<file path="src/pts_ram.sv">
// Generic single-write, single-read RAM with registered read data.
module pts_ram #(
	parameter int WIDTH = 8,
	parameter int DEPTH = 32
) (
	input  logic                     clk,
	input  logic                     we,
	input  logic [$clog2(DEPTH)-1:0] waddr,
	input  logic [WIDTH-1:0]         wdata,
	input  logic [$clog2(DEPTH)-1:0] raddr,
	output logic [WIDTH-1:0]         rdata
);
	logic [WIDTH-1:0] mem_q [DEPTH];

	always_ff @(posedge clk) begin
		if (we) begin
			mem_q[waddr] <= wdata;
		end
		rdata <= mem_q[raddr];
	end
endmodule

</file>
<file path="config.mk">
export PLATFORM = sky130hd
export DESIGN_NAME = pts_ram
export DESIGN_NICKNAME = d
export VERILOG_FILES = /design/src/pts_ram.sv
export SDC_FILE = /design/constraint.sdc
export NUM_CORES = 1
export LEC_CHECK = 0
export BUFFER_PORTS_ARGS = -buffer_cell sky130_fd_sc_hd__buf_2
export CORE_MARGIN = 2
export CORE_UTILIZATION = 50
export DETAILED_ROUTE_END_ITERATION = 10
export PLACE_DENSITY_LB_ADDON = 0.3
export SETUP_SLACK_MARGIN = 0.3
export SLEW_MARGIN = 20
export SYNTH_ARGS = -nofsm -noshare
export SYNTH_HDL_FRONTEND = slang
export SYNTH_SLANG_ARGS = --single-unit
</file>
<file path="constraint.sdc">
create_clock -name clk -period 2 [get_ports clk]
set_input_delay 0.2 -clock clk [delete_from_list [all_inputs] [get_ports clk]]
set_output_delay 0.2 -clock clk [all_outputs]
set_load 0.01 [all_outputs]
</file>
==> metrics.log <==
[metrics] slew at the pin closest to its max-slew limit: 640 ps
[metrics] Avg Cell Area, Syn: 24.1 um2
[metrics] length of routed met2 wiring: 8930 um
[metrics] data arrival at the endpoint of the critical path: 2230 ps
[metrics] horizontal die dimension: 146 um
[metrics] cell repeated most along the worst path: sky130_fd_sc_hd__mux4_2
[metrics] final period utilization: 90.5%
[metrics] antenna violations before repair: 0
[metrics] fmax: 552 MHz
[metrics] Net count, final: 512
[metrics] H-tree lvl count: 1
[metrics] number of inserted diodes: 0
[metrics] clock slew seen by the registers of the worst setup and hold paths: 60 ps
[metrics] count of non-filler cells in the finished layout: 777
[metrics] Setup CP Type: flip-flop to flip-flop
[metrics] placeable core region: 19600 um2
[metrics] Cell Area, Synth: 10100 um2
[metrics] placer congestion estimate: 0.777
[metrics] Net Count, Synth: 437
[metrics] count of clock tree sinks: 264
[metrics] final WL: 19600 um
[metrics] Leak Pwr: 3.77 nW
[metrics] Cell variety after synth: 15
[metrics] sum of buffers and inverters on the critical path: 0
[metrics] pin count of the biggest net entering global routing: 33
[metrics] via count of the first global-routing pass: 4716
[metrics] biggest fanout along the worst timing path: 1
[metrics] area delta synth->final: 16.3%
[metrics] # rows: 51
[metrics] Max transition margin: 57.3%
[metrics] maximum VDD drop: 0.000814 V
[metrics] clock latency reported for the late side of the worst-skew pair: 530 ps
[metrics] pins over their slew limit: 0
[metrics] hpwl dp: 12500 um
[metrics] CTS tree: built
[metrics] flip-flop and latch count after synthesis: 264
[metrics] overall fraction of global-route tracks in use: 19.2%
[metrics] leading cell type in the layout, fill and taps excluded: sky130_fd_sc_hd__edfxtp_1
[metrics] Crit-path slowest cell: sky130_fd_sc_hd__mux4_2
[metrics] final total negative setup slack: 0 ps
[metrics] commonest non-fill, non-tap cells in the layout: sky130_fd_sc_hd__edfxtp_1, sky130_fd_sc_hd__mux4_2, sky130_fd_sc_hd__buf_4
[metrics] Post-Route Skew: 7.00 ps
[metrics] setup slack at placement: -123 ps
[metrics] wire length of the first global-routing pass: 30300 um
[metrics] drt pass-1 iters: 5
[metrics] # Max-Cap Violations: 0
[metrics] Detailed Route Iter0 Violations: 447
[metrics] count of yosys warnings during synthesis: 0
[metrics] nature of the critical path endpoint: flip-flop
[metrics] die height: 146 um
[metrics] worst hold-check path type: primary input to flip-flop
[metrics] worst path setup slack after routing: 190 ps
[metrics] Root Driver: sky130_fd_sc_hd__clkbuf_16
[metrics] RSZ-0062 raised after global routing: yes
[metrics] fraction of the core area covered by cells at the end of the flow: 59.7%
[metrics] DR vias: 4528
[metrics] power density over cell area: 1000 nW/um2
[metrics] number of buffers added by the clock tree synthesis step: 26
[metrics] residual DRC count: 0
[metrics] share of layout cells above drive strength 1: 39.5%
[metrics] Die Footprint: 21300 um2
[metrics] total I/O pin count: 28
[metrics] Starting Density: 51.3%
[metrics] number of failing hold endpoints at the final stage: 0
[metrics] Critical Path Start Type: flip-flop
[metrics] Routed Antenna Nets: 0
[metrics] layout filler cell count: 1362
[metrics] critical path required time: 2420 ps
[metrics] final setup violation count: 0
[metrics] placed insts: 729
[metrics] number of vias per cell after detailed routing: 5.83
[metrics] worst path cell trace: mux4_2 -> mux4_2 -> mux2_2
[metrics] Seq/Total Area, Yosys: 78.1%
[metrics] post-route minimum period: 1810 ps
[metrics] result of the run: complete, no violations
[metrics] port buffer count: 27
[metrics] dominant delay contributor by cell family on the critical path: multiplexers
[metrics] Final Hold Slack: 122 ps
[metrics] wire length on met1: 9060 um
[metrics] grt total ovfl: 0
[metrics] met3 routed wirelength: 1340 um
[metrics] highest routed layer: met4
[metrics] post-synthesis cell count: 417
[metrics] Crit path largest cell delay: 520 ps
[metrics] WL/cell: 25.3 um
[metrics] number of buffers on the longest clock path: 3
[per-stage QoR]
stage	total power [mW]	cell area (um2)
after floorplan	6.65	10200
after global placement	6.88	10800
after detailed placement	6.91	10800
after CTS	11.8	11700
after global routing	12.1	11700
final	11.7	11700
[cell usage after synthesis, drive strengths merged]
library cell,instances,area (um2)
buf,14,83.8
clkbuf,6,22.5
dfxtp,8,160
edfxtp,256,7690
mux2,8,90.1
mux4,80,1800
nand2,1,3.75
nand3,2,10.0
nand3b,5,37.5
nor2,33,124
or3,1,6.26
or3b,3,26.3
[final timing paths]
check	cells after the start	slack (ps)	endpoint	start
setup / recovery	3	190	rdata[2]	mem_q[0][2]
hold / removal	2	120	rdata[6]	raddr[3]
hold reg to reg	3	920	rdata[3]	mem_q[25][3]
setup reg to reg	3	190	rdata[2]	mem_q[0][2]
[final cells by class]
class | instances | area, um2 | area share [%]
clock buffer | 29 | 683 | 5.84
clock inverter | 19 | 201 | 1.72
multi-input combinational | 133 | 2110 | 18.1
sequential | 264 | 7850 | 67.1
tap | 265 | 332 | 2.84
timing repair buffer | 67 | 513 | 4.39
[state kept, by name, summed over array words and instances (netlist names)]
register / flops
mem_q: 256
rdata: 8
[cells by family (layout without fill, tap and decap cells)]
| group | after synthesis | in the layout | synth area share (%) |
|---|---|---|---|
| buffers and inverters | 20 | 115 | 1.06 |
| and+or+nand+nor | 45 | 45 | 2.07 |
| muxes | 88 | 88 | 18.8 |
| DFF | 264 | 264 | 78.1 |
[timing repair]
action	in CTS	in global routing
hold buffers	0	0
endpoints found under the hold margin	0	0
endpoints found under the setup margin	8	8
gates resized for setup	1	3
setup buffers	0	0
[routing by layer]
layer | GRT usage [%] | up-vias
li1 | - | 1930
met1 | 30.0 | 2417
met2 | 28.2 | 159
met3 | 3.95 | 22
met4 | 4.85 | 0
met5 | 0 | -
[power by group]
part	total (mW)	internal, mW	switching, mW	leakage (nW)
clock	4.96	2.98	1.98	0.439
sequential	6.18	6.15	0.0325	2.37
combinational	0.603	0.278	0.325	0.958
total	11.7	9.41	2.34	3.77
Power figures use the tool's default switching activity.
